$ cat config.mk
export PLATFORM = sky130hd
export DESIGN_NAME = scalar_kalman_sample_filter_top
export DESIGN_NICKNAME = d
export VERILOG_FILES = /design/src/hdl/skf_pkg.sv /design/src/hdl/skf_div.sv /design/src/hdl/skf_mul.sv /design/src/hdl/scalar_kalman_sample_filter_top.sv
export SDC_FILE = /design/constraint.sdc
export NUM_CORES = 1
export LEC_CHECK = 0
export ABC_AREA = 1
export BUFFER_PORTS_ARGS = -buffer_cell sky130_fd_sc_hd__buf_2
export CAP_MARGIN = 20
export CORE_AREA = 2 2 341 343
export DETAILED_ROUTE_END_ITERATION = 10
export DIE_AREA = 0 0 343 345
export PLACE_DENSITY = 0.52
export SLEW_MARGIN = 20
export SYNTH_ARGS = -nofsm -noshare
export SYNTH_HDL_FRONTEND = slang
export SYNTH_HIERARCHICAL = 1
export SYNTH_SLANG_ARGS = --single-unit
$ cat constraint.sdc
create_clock -name clk -period 9.5 [get_ports clk]
set_input_delay 1.9 -clock clk [delete_from_list [all_inputs] [get_ports clk]]
set_output_delay 1.9 -clock clk [all_outputs]
set_load 0.005 [all_outputs]
$ cat src/hdl/skf_pkg.sv
package skf_pkg;

  localparam int SAMPLE_BITS_DEF   = 12;
  localparam int FRACTION_BITS_DEF = 20;

  // gain and covariance are UQ0.32
  localparam int GAIN_BITS  = 32;
  localparam int NOISE_BITS = 31;
  localparam int FILT_BITS  = 12;
  localparam int STEP_BITS  = $clog2(GAIN_BITS);

  localparam int CFG_INDEX_BITS = 8;
  localparam int CFG_DATA_BITS  = 32;

  localparam logic [CFG_INDEX_BITS-1:0] REG_PROCESS_NOISE     = CFG_INDEX_BITS'(0);
  localparam logic [CFG_INDEX_BITS-1:0] REG_MEASUREMENT_NOISE = CFG_INDEX_BITS'(1);

  localparam logic [NOISE_BITS-1:0] PROCESS_NOISE_RST     = NOISE_BITS'(429497);
  localparam logic [NOISE_BITS-1:0] MEASUREMENT_NOISE_RST = NOISE_BITS'(21474836);

  // divide request: num < den is required
  typedef struct packed {
    logic                 start;
    logic [GAIN_BITS-1:0] num;
    logic [GAIN_BITS:0]   den;
  } div_req_t;

endpackage

$ cat src/hdl/skf_div.sv
module skf_div (
  input  logic                           clk,
  input  logic                           rst,
  input  skf_pkg::div_req_t              req,
  output logic [skf_pkg::GAIN_BITS-1:0]  quo,
  output logic                           done
);

  logic                            busy;
  logic [skf_pkg::STEP_BITS-1:0]   cnt;
  logic [skf_pkg::GAIN_BITS:0]     rem;
  logic [skf_pkg::GAIN_BITS:0]     den_r;
  logic [skf_pkg::GAIN_BITS+1:0]   rem_shift;
  logic [skf_pkg::GAIN_BITS+1:0]   rem_sub;
  logic                            ge;

  assign rem_shift = {rem, 1'b0};
  assign rem_sub   = rem_shift - {1'b0, den_r};
  assign ge        = rem_shift >= {1'b0, den_r};

  always_ff @(posedge clk) begin
    if (rst) begin
      busy <= 1'b0;
      done <= 1'b0;
      cnt  <= '0;
    end else begin
      done <= busy && (cnt == '0);
      if (req.start) begin
        busy <= 1'b1;
        cnt  <= skf_pkg::STEP_BITS'(skf_pkg::GAIN_BITS - 1);
      end else if (busy) begin
        cnt <= cnt - 1'b1;
        if (cnt == '0) begin
          busy <= 1'b0;
        end
      end
    end
  end

  // one quotient bit per cycle, MSB first
  always_ff @(posedge clk) begin
    if (req.start) begin
      rem   <= {1'b0, req.num};
      den_r <= req.den;
      quo   <= '0;
    end else if (busy) begin
      rem <= ge ? rem_sub[skf_pkg::GAIN_BITS:0] : rem_shift[skf_pkg::GAIN_BITS:0];
      quo <= {quo[skf_pkg::GAIN_BITS-2:0], ge};
    end
  end

endmodule

$ cat src/hdl/skf_mul.sv
module skf_mul #(
  parameter int EST_BITS = skf_pkg::SAMPLE_BITS_DEF + skf_pkg::FRACTION_BITS_DEF
) (
  input  logic                           clk,
  input  logic                           rst,
  input  logic                           start,
  input  logic [skf_pkg::GAIN_BITS-1:0]  gain,
  input  logic [EST_BITS-1:0]            diff,
  input  logic [skf_pkg::GAIN_BITS-1:0]  pp,
  output logic [EST_BITS-1:0]            delta,
  output logic [skf_pkg::GAIN_BITS-1:0]  cov,
  output logic                           done
);

  logic                            busy;
  logic [skf_pkg::STEP_BITS-1:0]   cnt;
  logic [skf_pkg::GAIN_BITS-1:0]   k;
  logic [EST_BITS-1:0]             diff_r;
  logic [skf_pkg::GAIN_BITS-1:0]   pp_r;
  logic [EST_BITS-1:0]             acc_d;
  logic [skf_pkg::GAIN_BITS-1:0]   acc_p;
  logic                            sticky;
  logic [EST_BITS:0]               sum_d;
  logic [skf_pkg::GAIN_BITS:0]     sum_p;

  assign sum_d = {1'b0, acc_d} + {1'b0, (k[0] ? diff_r : EST_BITS'(0))};
  assign sum_p = {1'b0, acc_p} + {1'b0, (k[0] ? pp_r : skf_pkg::GAIN_BITS'(0))};

  assign delta = acc_d;
  // (1 - K) * P' truncated is P' minus the rounded-up K * P'
  assign cov   = pp_r - acc_p - skf_pkg::GAIN_BITS'(sticky);

  always_ff @(posedge clk) begin
    if (rst) begin
      busy <= 1'b0;
      done <= 1'b0;
      cnt  <= '0;
    end else begin
      done <= busy && (cnt == '0);
      if (start) begin
        busy <= 1'b1;
        cnt  <= skf_pkg::STEP_BITS'(skf_pkg::GAIN_BITS - 1);
      end else if (busy) begin
        cnt <= cnt - 1'b1;
        if (cnt == '0) begin
          busy <= 1'b0;
        end
      end
    end
  end

  // shift-add, gain LSB first; dropped low bits of the covariance sum feed the sticky flag
  always_ff @(posedge clk) begin
    if (start) begin
      k      <= gain;
      diff_r <= diff;
      pp_r   <= pp;
      acc_d  <= '0;
      acc_p  <= '0;
      sticky <= 1'b0;
    end else if (busy) begin
      k      <= k >> 1;
      acc_d  <= sum_d[EST_BITS:1];
      acc_p  <= sum_p[skf_pkg::GAIN_BITS:1];
      sticky <= sticky | sum_p[0];
    end
  end

endmodule

$ cat src/hdl/scalar_kalman_sample_filter_top.sv
// An accepted request passes the prediction, gain, divide, multiply and finish states
// (divide is skipped when measurement noise is 0), using the bit-serial restoring divider
// (32 steps) and the bit-serial shift-add multiplier (32 steps). Requests are taken only in
// idle. A finished result waits in the output register while the next request is taken.
// Reset (rst, synchronous): estimate and covariance clear, noise registers take their
// default values, no request is in flight and the output is empty.
module scalar_kalman_sample_filter_top #(
  parameter int SAMPLE_BITS   = skf_pkg::SAMPLE_BITS_DEF,
  parameter int FRACTION_BITS = skf_pkg::FRACTION_BITS_DEF
) (
  input  logic                                clk,
  input  logic                                rst,
  input  logic                                in_valid,
  output logic                                in_ready,
  input  logic [SAMPLE_BITS-1:0]              sample,
  output logic                                out_valid,
  input  logic                                out_ready,
  output logic [skf_pkg::FILT_BITS-1:0]       filtered,
  input  logic                                cfg_valid,
  output logic                                cfg_ready,
  input  logic [skf_pkg::CFG_INDEX_BITS-1:0]  cfg_index,
  input  logic [skf_pkg::CFG_DATA_BITS-1:0]   cfg_data
);

  localparam int EST_BITS = SAMPLE_BITS + FRACTION_BITS;
  localparam int GB = skf_pkg::GAIN_BITS;

  localparam logic [2:0] ST_IDLE = 3'd0;
  localparam logic [2:0] ST_PRED = 3'd1;
  localparam logic [2:0] ST_GAIN = 3'd2;
  localparam logic [2:0] ST_DIV  = 3'd3;
  localparam logic [2:0] ST_MUL  = 3'd4;
  localparam logic [2:0] ST_FIN  = 3'd5;

  logic [2:0]                        state;
  logic [2:0]                        state_next;
  logic [skf_pkg::NOISE_BITS-1:0]    process_noise;
  logic [skf_pkg::NOISE_BITS-1:0]    measurement_noise;
  logic [EST_BITS-1:0]               estimate;
  logic [GB-1:0]                     error_covariance;
  logic [SAMPLE_BITS-1:0]            sample_r;
  logic [GB-1:0]                     pp_r;
  logic [EST_BITS-1:0]               diff_r;
  logic                              dir_r;

  logic [GB:0]                       pp_sum;
  logic [GB-1:0]                     pp_c;
  logic [EST_BITS-1:0]               z_c;
  logic                              z_ge;
  logic                              out_free;

  skf_pkg::div_req_t                 div_req;
  logic [GB-1:0]                     div_quo;
  logic                              div_done;

  logic                              mul_start;
  logic [GB-1:0]                     mul_gain;
  logic [EST_BITS-1:0]               mul_delta;
  logic [GB-1:0]                     mul_cov;
  logic                              mul_done;

  assign in_ready  = (state == ST_IDLE);
  assign cfg_ready = 1'b1;
  assign out_free  = !out_valid || out_ready;

  // predicted covariance, saturating at the top of UQ0.32
  assign pp_sum = {1'b0, error_covariance} + {2'b0, process_noise};
  assign pp_c   = pp_sum[GB] ? {GB{1'b1}} : pp_sum[GB-1:0];
  assign z_c    = {sample_r, FRACTION_BITS'(0)};
  assign z_ge   = z_c >= estimate;

  assign div_req.start = (state == ST_GAIN) && (measurement_noise != '0);
  assign div_req.num   = pp_r;
  assign div_req.den   = {1'b0, pp_r} + {2'b0, measurement_noise};

  // zero noise: gain is 0 for a zero prediction, else saturates to all ones
  assign mul_start = ((state == ST_GAIN) && (measurement_noise == '0))
                     || ((state == ST_DIV) && div_done);
  assign mul_gain  = (state == ST_GAIN) ? ((pp_r == '0) ? '0 : {GB{1'b1}}) : div_quo;

  skf_div u_div (
    .clk  (clk),
    .rst  (rst),
    .req  (div_req),
    .quo  (div_quo),
    .done (div_done)
  );

  skf_mul #(
    .EST_BITS (EST_BITS)
  ) u_mul (
    .clk   (clk),
    .rst   (rst),
    .start (mul_start),
    .gain  (mul_gain),
    .diff  (diff_r),
    .pp    (pp_r),
    .delta (mul_delta),
    .cov   (mul_cov),
    .done  (mul_done)
  );

  always_comb begin
    state_next = state;
    unique case (state)
      ST_IDLE: begin
        if (in_valid) begin
          state_next = ST_PRED;
        end
      end
      ST_PRED: begin
        state_next = ST_GAIN;
      end
      ST_GAIN: begin
        state_next = (measurement_noise == '0) ? ST_MUL : ST_DIV;
      end
      ST_DIV: begin
        if (div_done) begin
          state_next = ST_MUL;
        end
      end
      ST_MUL: begin
        if (mul_done) begin
          state_next = ST_FIN;
        end
      end
      ST_FIN: begin
        if (out_free) begin
          state_next = ST_IDLE;
        end
      end
      default: begin
        state_next = ST_IDLE;
      end
    endcase
  end

  always_ff @(posedge clk) begin
    if (rst) begin
      state             <= ST_IDLE;
      out_valid         <= 1'b0;
      process_noise     <= skf_pkg::PROCESS_NOISE_RST;
      measurement_noise <= skf_pkg::MEASUREMENT_NOISE_RST;
      estimate          <= '0;
      error_covariance  <= '0;
    end else begin
      state <= state_next;
      if (cfg_valid) begin
        unique case (cfg_index)
          skf_pkg::REG_PROCESS_NOISE: begin
            process_noise <= cfg_data[skf_pkg::NOISE_BITS-1:0];
          end
          skf_pkg::REG_MEASUREMENT_NOISE: begin
            measurement_noise <= cfg_data[skf_pkg::NOISE_BITS-1:0];
          end
          default: begin
          end
        endcase
      end
      if (state == ST_MUL && mul_done) begin
        estimate         <= dir_r ? estimate + mul_delta : estimate - mul_delta;
        error_covariance <= mul_cov;
      end
      if (state == ST_FIN && out_free) begin
        out_valid <= 1'b1;
      end else if (out_ready) begin
        out_valid <= 1'b0;
      end
    end
  end

  always_ff @(posedge clk) begin
    if (in_valid && in_ready) begin
      sample_r <= sample;
    end
    if (state == ST_PRED) begin
      pp_r   <= pp_c;
      dir_r  <= z_ge;
      diff_r <= z_ge ? z_c - estimate : estimate - z_c;
    end
    if (state == ST_FIN && out_free) begin
      filtered <= skf_pkg::FILT_BITS'(estimate >> FRACTION_BITS);
    end
  end

`ifndef NO_ASSERTIONS
  a_div_done_in_div: assert property (@(posedge clk) disable iff (rst)
    div_done |-> state == ST_DIV)
    else $error("divider finished outside the divide phase");

  a_mul_done_in_mul: assert property (@(posedge clk) disable iff (rst)
    mul_done |-> state == ST_MUL)
    else $error("multiplier finished outside the multiply phase");

  a_accept_to_pred: assert property (@(posedge clk) disable iff (rst)
    in_valid && in_ready |=> state == ST_PRED)
    else $error("accepted request did not enter prediction");

  a_fin_holds: assert property (@(posedge clk) disable iff (rst)
    state == ST_FIN && out_valid && !out_ready |=> state == ST_FIN)
    else $error("result left while the output register was full");
`endif

endmodule
==> summary.md, run 1 <==
| Metric | Value |
|---|---|
| Run status | `finished, final reports clean` |
| Reg2reg start | `state[1]$_SDFFE_PP0P_` |
| Worst hold path type | `reg2reg` |
| Int Pwr | `5.90 mW` |
| Post-CTS Setup Inserts | `0` |
| Switch share | `0.457` |
| Vias/cell | `4.78` |
| Most common cell after layout, fill and taps aside | `nand2_1` |
| CTS clk-pin slew, worst paths | `0.06 ns` |
| Vias after detailed routing | `34855` |
| Area Overhead vs Synth | `10.4%` |
| Die width | `343 µm` |
| Worst EP arrival | `4.66 ns` |
| Max Clk Rate | `0.229 GHz` |
| Worst VDD drop | `0.000168 V` |
| R2R Setup Slk | `5.13 ns` |
| PwrDens | `262 nW/µm²` |
| Seq pwr share | `0.290` |
| CTS Sinks | `492` |
| First-pass GRT wire length | `186000 µm` |
| Crit Path Category | `reg2reg` |
| Wire per inst | `16.3 µm` |
| Full die area | `118000 µm²` |
| RSZ-0062 raised after global routing | `no` |
| IO buf count | `69` |
| # hold bufs at CTS | `0` |
| Initial Util | `0.327` |
| CTS buffer count | `58` |
| CTS root buf | `clkbuf_16` |
| Type of origin of the critical path | `register` |
| Nets | `6067` |
| Mean Syn Cell Area | `6.63 µm²` |
| Largest net degree at the start of global routing | `77` |
| RR Endpoint | `u_div/rem[5]$_DFFE_PP_` |
| Reg2Reg Depth | `8` |
| Max Cap Viol | `0` |
| Worst endpoint required time | `9.80 ns` |
| Fillers | `12626` |
| Core area | `115000 µm²` |
| Synth Register Bits | `492` |
| Drt initial violations | `2672` |
| Final hold violation count | `0` |
| Placed Area | `39600 µm²` |
| Hold path start | `diff_r[1]$_DFFE_PP_` |
| Vias in the first global route | `32704` |
| Max Transition Viols Final | `0` |
| TritonCTS clock tree | `yes` |
| Commonest register cell after synthesis | `edfxtp_1` |
| Utilization after layout | `0.361` |
| GP Congestion | `0.913` |
| Final setup violation count | `0` |
| Ratio of final minimum period to clock period | `0.459` |
| Logic pwr share | `0.496` |
| Htree depth | `2` |
| Syn nets | `6028` |
| Hold EP | `u_mul/diff_r[1]$_DFFE_PP_` |
| Total Wirelength | `119000 µm` |
| Drt drc | `0` |
| Placed Cells | `7181` |
| Worst-path fanout max | `33` |
| Net Switching | `4.96 mW` |
| Most frequent cells in the layout | `1799 x nand2_1, 961 x inv_1, 573 x nor2_1` |
| Skew final | `0.0529 ns` |
| Initial antenna violation count | `5` |
| Register area share after synthesis | `0.328` |
| Max_slew headroom | `0.350` |
| Fin cells | `7292` |
| Antenna-violating nets left | `0` |
| Post-CTS sizing | `0` |
| Yosys cell types | `58` |
| Min Tclk post-route | `4.37 ns` |
| Final instance area | `41600 µm²` |
| Crit. End Element | `register` |
| Depth of the worst hold-timing path | `0` |
| # rows | `125` |
| Yosys warns | `6` |
| Least-Margin Pin Slew | `0.976 ns` |
| Final HPWL DP | `95400 µm` |
| GR Overflow Total | `0` |
| Synth Cell Area | `37600 µm²` |
| Asr flop ratio synth | `0` |
| Io pins | `72` |
| Drt first pass iters | `6` |
| Clock power frac | `0.214` |
| Clock Tree Buf Depth | `3` |
| Share of layout cells above drive strength 1 | `0.0508` |
| Die H | `345 µm` |
| Reg area | `12400 µm²` |
| Setup TNS | `0 ns` |
| Mapped Cells | `5678` |
| Number of flops mapped to enable cells by yosys | `250` |
| Total track usage | `0.199` |
| Clock latency on the worst-skew pair | `0.67 ns` |
| Area of the multi-input gates | `21100 µm²` |
| Pleak | `20.9 nW` |
==> logic make-up (layout without fill, tap and decap cells) <==
logic type / Yosys count / in the layout / share of synthesized area
xor+xnor: 149 / 149 / 0.0347
compound gates: 672 / 672 / 0.0993
flops: 492 / 492 / 0.328
other cells: 1 / 2 / 0.0000996
buf+inv: 1097 / 1186 / 0.114
simple gates: 2974 / 2974 / 0.325
fa+ha+maj: 293 / 293 / 0.0992
==> worst max-delay path, cell delays in order, from the launching register on <==
cell and delay (ns):
dfxtp_1 0.42, inv_1 0.08, nor3_1 0.45, clkinv_1 0.92, nor2_4 0.71, nor2_1 0.14, buf_4 0.22, inv_2 0.45
buf_4 0.54
==> Yosys cell counts, types with 6 or more instances <==
cell type / instances / share of area
nand2_1: 1801 / 0.18
inv_1: 963 / 0.096
nor2_1: 574 / 0.057
nand3_1: 375 / 0.050
a21oi_1: 322 / 0.043
ha_1: 284 / 0.094
edfxtp_1: 250 / 0.20
dfxtp_1: 242 / 0.13
o21ai_0: 185 / 0.025
xor2_1: 105 / 0.024
clkbuf_1: 64 / 0.0064
nor3_1: 61 / 0.0081
nand4_1: 47 / 0.0078
xnor2_1: 44 / 0.010
o21bai_1: 30 / 0.0060
o22ai_1: 30 / 0.0050
buf_2: 29 / 0.0039
nand2_2: 25 / 0.0042
o21ai_1: 23 / 0.0031
a21o_1: 17 / 0.0034
nand3b_1: 16 / 0.0032
or2_2: 16 / 0.0027
nor4_1: 15 / 0.0025
and2_1: 13 / 0.0022
nor2_2: 13 / 0.0022
a32o_1: 11 / 0.0029
o21a_1: 11 / 0.0022
a31oi_1: 10 / 0.0017
buf_6: 9 / 0.0027
fa_1: 9 / 0.0048
buf_1: 8 / 0.00080
inv_2: 8 / 0.00080
a21boi_0: 6 / 0.0012
nand3_2: 6 / 0.0016
o31ai_1: 6 / 0.0012
==> worst max-delay path by stage <==
stage                                                   from                            to  slack (ns)  depth (start not counted)
after global placement                 state[1]$_SDFFE_PP0P_       u_div/rem[31]$_DFFE_PP_        5.36                          7
after detailed placement  measurement_noise[30]$_SDFFE_PP0P_     u_mul/diff_r[1]$_DFFE_PP_        5.46                          9
after floorplan                        state[0]$_SDFFE_PP0P_           diff_r[0]$_DFFE_PP_        4.04                          2
final                                  state[1]$_SDFFE_PP0P_        u_div/rem[5]$_DFFE_PP_        5.13                          8
after global routing                   state[1]$_SDFFE_PP0P_        u_div/rem[5]$_DFFE_PP_        4.70                          8
after CTS                 measurement_noise[30]$_SDFFE_PP0P_  u_mul/delta[17]$_SDFFE_PP0P_        5.43                         12
==> layout make-up <==
class | count | share of cell area
multi-input cells | 4089 | 0.507
inverters | 976 | 0.0881
repair buffers | 100 | 0.0146
flip-flops and latches | 492 | 0.297
clock buffers | 75 | 0.0377
diodes | 1 | 0.0000602
clock inverters | 35 | 0.00984
well taps | 1524 | 0.0459
==> metal layers <==
| metal | part of all wire | track usage |
|---|---|---|
| met2 | 0.42 | 0.305 |
| met1 | 0.51 | 0.299 |
| met5 | 0 | 0 |
| met3 | 0.054 | 0.0265 |
| met4 | 0.014 | 0.0325 |
==> through the flow <==
step | worst slack [ns] | hold slack [ns] | total power, mW
finish | 5.13 | 0.415 | 10.9
global route | 4.70 | 0.422 | 11.8
CTS | 5.43 | 0.418 | 10.9
detailed placement | 5.46 | 0.405 | 8.53
global placement | 5.36 | 0.400 | 8.49
floorplan | 4.04 | 0.400 | 7.07
==> flip-flops by register name, indices dropped and copies added, names as in the netlist, 31 cells and up <==
signal / flops
u_div/quo: 32
u_mul/k: 32
error_covariance: 32
u_mul/diff_r: 32
u_mul/acc_p: 32
measurement_noise: 31
process_noise: 31
pp_r: 32
estimate: 32
u_div/den_r: 33
u_mul/pp_r: 32
u_mul/delta: 32
u_div/rem: 33
diff_r: 32
==> power by group through the flow <==
stage | sequential, mW | clock, mW | combinational [mW]
5_1_grt | 3.21 | 2.48 | 6.14
3_3_place_gp | 3.18 | 0 | 5.31
3_5_place_dp | 3.20 | 0 | 5.34
4_1_cts | 3.16 | 2.40 | 5.37
6_report | 3.15 | 2.33 | 5.39
2_1_floorplan | 3.06 | 0 | 4.01
Note: power is estimated with default switching activity, not from simulation.
==> run 2, diff against run 1 <==
ABC_AREA = 0   (was 1)
CORE_AREA = 2 2 319 321   (was 2 2 341 343)
DIE_AREA = 0 0 321 323   (was 0 0 343 345)
clock period = 4.5 ns   (was 9.5 ns; I/O delays follow)
==> summary.md, run 2 <==
| Metric | Value |
|---|---|
| Share of layout cells above drive strength 1 | `0.0840 (+0.0332)` |
| First-pass GRT wire length | `142000 µm (-24%)` |
| Worst EP arrival | `4.66 ns (about the same)` |
| Syn nets | `4089 (-32%)` |
| Synth Register Bits | `492 (unchanged)` |
| Reg area | `12400 µm² (about the same)` |
| Top flop regs | `u_div/den_r x33, u_div/rem x33` |
| Clock latency on the worst-skew pair | `0.66 ns (about the same)` |
| Max Cap Viol | `0 (unchanged)` |
| Vias after detailed routing | `26493 (-24%)` |
| Vias/cell | `5.16 (+8.0%)` |
| Mapped Cells | `3739 (-34%)` |
| Crit. End Element | `register` |
| Die H | `323 µm (-6.4%)` |
| PwrDens | `403 nW/µm² (+54%)` |
| Slowest Stage Delay on Critical Path | `0.45 ns (-0.47 ns)` |
| Synth area leader | `edfxtp_1` |
| Initial antenna violation count | `1 (-4)` |
| Max Transition Viols Final | `0 (unchanged)` |
| CTS Sinks | `492 (unchanged)` |
| Total Wirelength | `90100 µm (-24%)` |
| Least-Margin Pin Slew | `1.08 ns (+0.101 ns)` |
| Ratio of final minimum period to clock period | `0.917 (+0.458)` |
| Top-area cell type share of the netlist area | `0.229 (+0.0293)` |
| Layer with the highest usage | `met2` |
| Placed Area | `34700 µm² (-12%)` |
| Type of origin of the critical path | `register` |
| Final HPWL DP | `67100 µm (-30%)` |
| Skew final | `0.0249 ns (-0.0280 ns)` |
| Met1 Use GR | `0.243 (-0.0560)` |
| Nets | `4124 (-32%)` |
| Core area | `101000 µm² (-13%)` |
| Vias in the first global route | `24856 (-24%)` |
| Setup TNS | `0 ns (unchanged)` |
| Asr flop ratio synth | `0 (unchanged)` |
| Yosys warns | `6 (unchanged)` |
| # rows | `117 (-6.4%)` |
| Number of flops mapped to enable cells by yosys | `250 (unchanged)` |
| CTS clk-pin slew, worst paths | `0.06 ns (about the same)` |
| Utilization after layout | `0.365 (+0.00372)` |
| Logic pwr share | `0.288 (-0.208)` |
| Worst endpoint required time | `5.04 ns (-4.76 ns)` |
| GP Congestion | `0.874 (-4.3%)` |
| Wire per inst | `17.6 µm (+7.4%)` |
| Drt first pass iters | `5 (-1)` |
| IO buf count | `69 (unchanged)` |
| Worst-path fanout max | `5 (-85%)` |
| GR Overflow Total | `0 (unchanged)` |
| Switch share | `0.332 (-0.124)` |
| Full die area | `104000 µm² (-12%)` |
| Final instance area | `36700 µm² (-12%)` |
| # hold bufs at CTS | `0 (unchanged)` |
| Clock power frac | `0.340 (+0.126)` |
| Seq pwr share | `0.371 (+0.081)` |
| Mean Syn Cell Area | `8.78 µm² (+32%)` |
| Initial Util | `0.326 (-0.00108)` |
| Crit path cell chain | `inv_1 -> ha_1 -> nand2b_1 -> nand3b_1 -> or3_1 -> nor3_1 -> buf_4 -> a21oi_1 -> xor2_1 -> ha_1 -> a21oi_1 -> o21ai_0 -> nor3_1 -> o211ai_1 -> nand3_2 -> a31oi_1 -> xnor2_1 -> a211oi_1 -> a31o_2` |
| Final setup violation count | `0 (unchanged)` |
| Pleak | `15.3 nW (-27%)` |
| Max_slew headroom | `0.282 (-0.0672)` |
| Worst VDD drop | `0.000283 V (+69%)` |
| Slowest cell on crit path | `or3_1` |
| Final hold violation count | `0 (unchanged)` |
| RSZ-0062 raised after global routing | `no` |
| Area Overhead vs Synth | `11.9%` |
| Io pins | `72 (unchanged)` |
| CTS root buf | `clkbuf_16` |
| Register area share after synthesis | `0.376 (+0.0481)` |
| Top area cells in the synthesized netlist | `edfxtp_1 23%, dfxtp_1 15%, ha_1 11%, nand2_1 6.0%, a21oi_1 5.3%` |
| Die width | `321 µm (-6.4%)` |
| Min Tclk post-route | `4.13 ns (-0.238 ns)` |
| M2 GR Usage | `0.271 (-0.0338)` |
| Htree depth | `2 (unchanged)` |
| Area of the multi-input gates | `19000 µm² (-9.6%)` |
| Run status | `finished, final reports clean` |
| Crit Path Category | `reg2reg` |
| Count leader, synth | `nand2_1` |
| TritonCTS clock tree | `yes` |
| Most frequent cells in the layout | `524 x nand2_1, 347 x a21oi_1, 284 x ha_1` |
| Commonest register cell after synthesis | `edfxtp_1` |
| Max Clk Rate | `0.242 GHz (+5.8%)` |
| Drt drc | `0 (unchanged)` |
| Synth Cell Area | `32800 µm² (-13%)` |
| Crit-path leading delay family | `simple AND/OR/NAND/NOR gates` |
| Crit path buf inv count | `2 (-3)` |
| Yosys cell types | `99 (+71%)` |
| Net Switching | `4.93 mW (-0.76%)` |
| Largest net degree at the start of global routing | `92 (+19%)` |
| Most common cell after layout, fill and taps aside | `nand2_1` |
| Fillers | `10560 (-16%)` |
| Total track usage | `0.171 (-0.0285)` |
| Antenna-violating nets left | `0 (unchanged)` |
| CTS buffer count | `59 (+1.7%)` |
| Int Pwr | `9.90 mW (+68%)` |
| Clock Tree Buf Depth | `3 (unchanged)` |
| Top cells by count, synth | `524 x nand2_1, 347 x a21oi_1, 284 x ha_1` |
| Drt initial violations | `1792 (-33%)` |
| Worst hold path type | `reg2reg` |
| GR Util met3 | `0.0239 (-0.00256)` |
## run 2: changes by cell type after synthesis, moves of 64 or more
cell     change
a21o_1     +110
inv_1      -728
mux2i_1     +64
nand2_1   -1277
nand3_1    -289
nor2_1     -309
xnor2_1     +97
## run 2: worst reg2reg max path: cells and delay by family, from the launching register on
family	cells	cell delay [ns]
fa+ha+maj	2	0.47
compound gates	7	1.09
flops	1	0.35
xor+xnor	2	0.48
buf+inv	2	0.23
simple gates	6	1.37
## run 2: through the flow
step / worst slack, ns / power (mW) / hold WS (ns) / std cells
6_report: 0.373 / 14.8 / 0.411 / 5133
5_1_grt: 0.0187 / 15.7 / 0.402 / 5132
4_1_cts: 0.315 / 15.0 / 0.398 / 5132
3_5_place_dp: 0.403 / 9.84 / 0.405 / 5022
3_3_place_gp: 0.437 / 9.81 / 0.401 / 5022
2_1_floorplan: 0.292 / 8.83 / 0.400 / 3739
## run 2: path summary, 6_finish.rpt
path                            slack [ns]  cells after the start                   endpoint                         from
worst min-delay path                  0.41                      0  u_mul/diff_r[0]$_DFFE_PP_          diff_r[0]$_DFFE_PP_
worst min register to register        0.41                      0  u_mul/diff_r[0]$_DFFE_PP_          diff_r[0]$_DFFE_PP_
worst max-delay path                  0.37                     19  estimate[31]$_SDFFE_PP0P_  u_mul/delta[0]$_SDFFE_PP0P_
worst max register to register        0.37                     19  estimate[31]$_SDFFE_PP0P_  u_mul/delta[0]$_SDFFE_PP0P_
## run 2: layer usage
metal  part of all wire  vias up  routed length, µm
li1                   -    13405                  -
met1               0.50    12551              44700
met2               0.44      439              39800
met3              0.041       98               3710
met4              0.021        0               1900
met5                  0        -                  0
## run 2: cell families (layout without fill, tap and decap cells)
| group | after synthesis | after routing | synth area share |
|---|---|---|---|
| compound gates | 970 | 970 | 0.188 |
| mux | 114 | 114 | 0.0367 |
| fa+ha+maj | 293 | 293 | 0.114 |
| xor+xnor | 242 | 242 | 0.0646 |
| other cells | 1 | 2 | 0.000114 |
| flops | 492 | 492 | 0.376 |
| buf+inv | 385 | 469 | 0.0460 |
| simple gates | 1242 | 1242 | 0.175 |
## run 2: power groups by stage
| stage | combinational [mW] | sequential (mW) | clock [mW] |
|---|---|---|---|
| final | 4.28 | 5.51 | 5.04 |
| after global routing | 4.79 | 5.56 | 5.34 |
| after CTS | 4.26 | 5.52 | 5.18 |
| after detailed placement | 4.23 | 5.61 | 0 |
| after global placement | 4.21 | 5.60 | 0 |
| after floorplan | 3.36 | 5.47 | 0 |
## run 2: cell type report
class | count | area share
Clock inverter | 28 | 0.00811
Multi-Input combinational cell | 2862 | 0.518
Antenna cell | 1 | 0.0000681
Timing Repair Buffer | 122 | 0.0210
Sequential cell | 492 | 0.336
Clock buffer | 82 | 0.0479
Inverter | 237 | 0.0242
Tap cell | 1309 | 0.0446
## run 2: what timing repair did
item                                    CTS  global route
endpoints found under the setup margin    0             1
setup buffers                             0             0
gates resized for setup                   0             1
hold endpoints to repair                  0             0
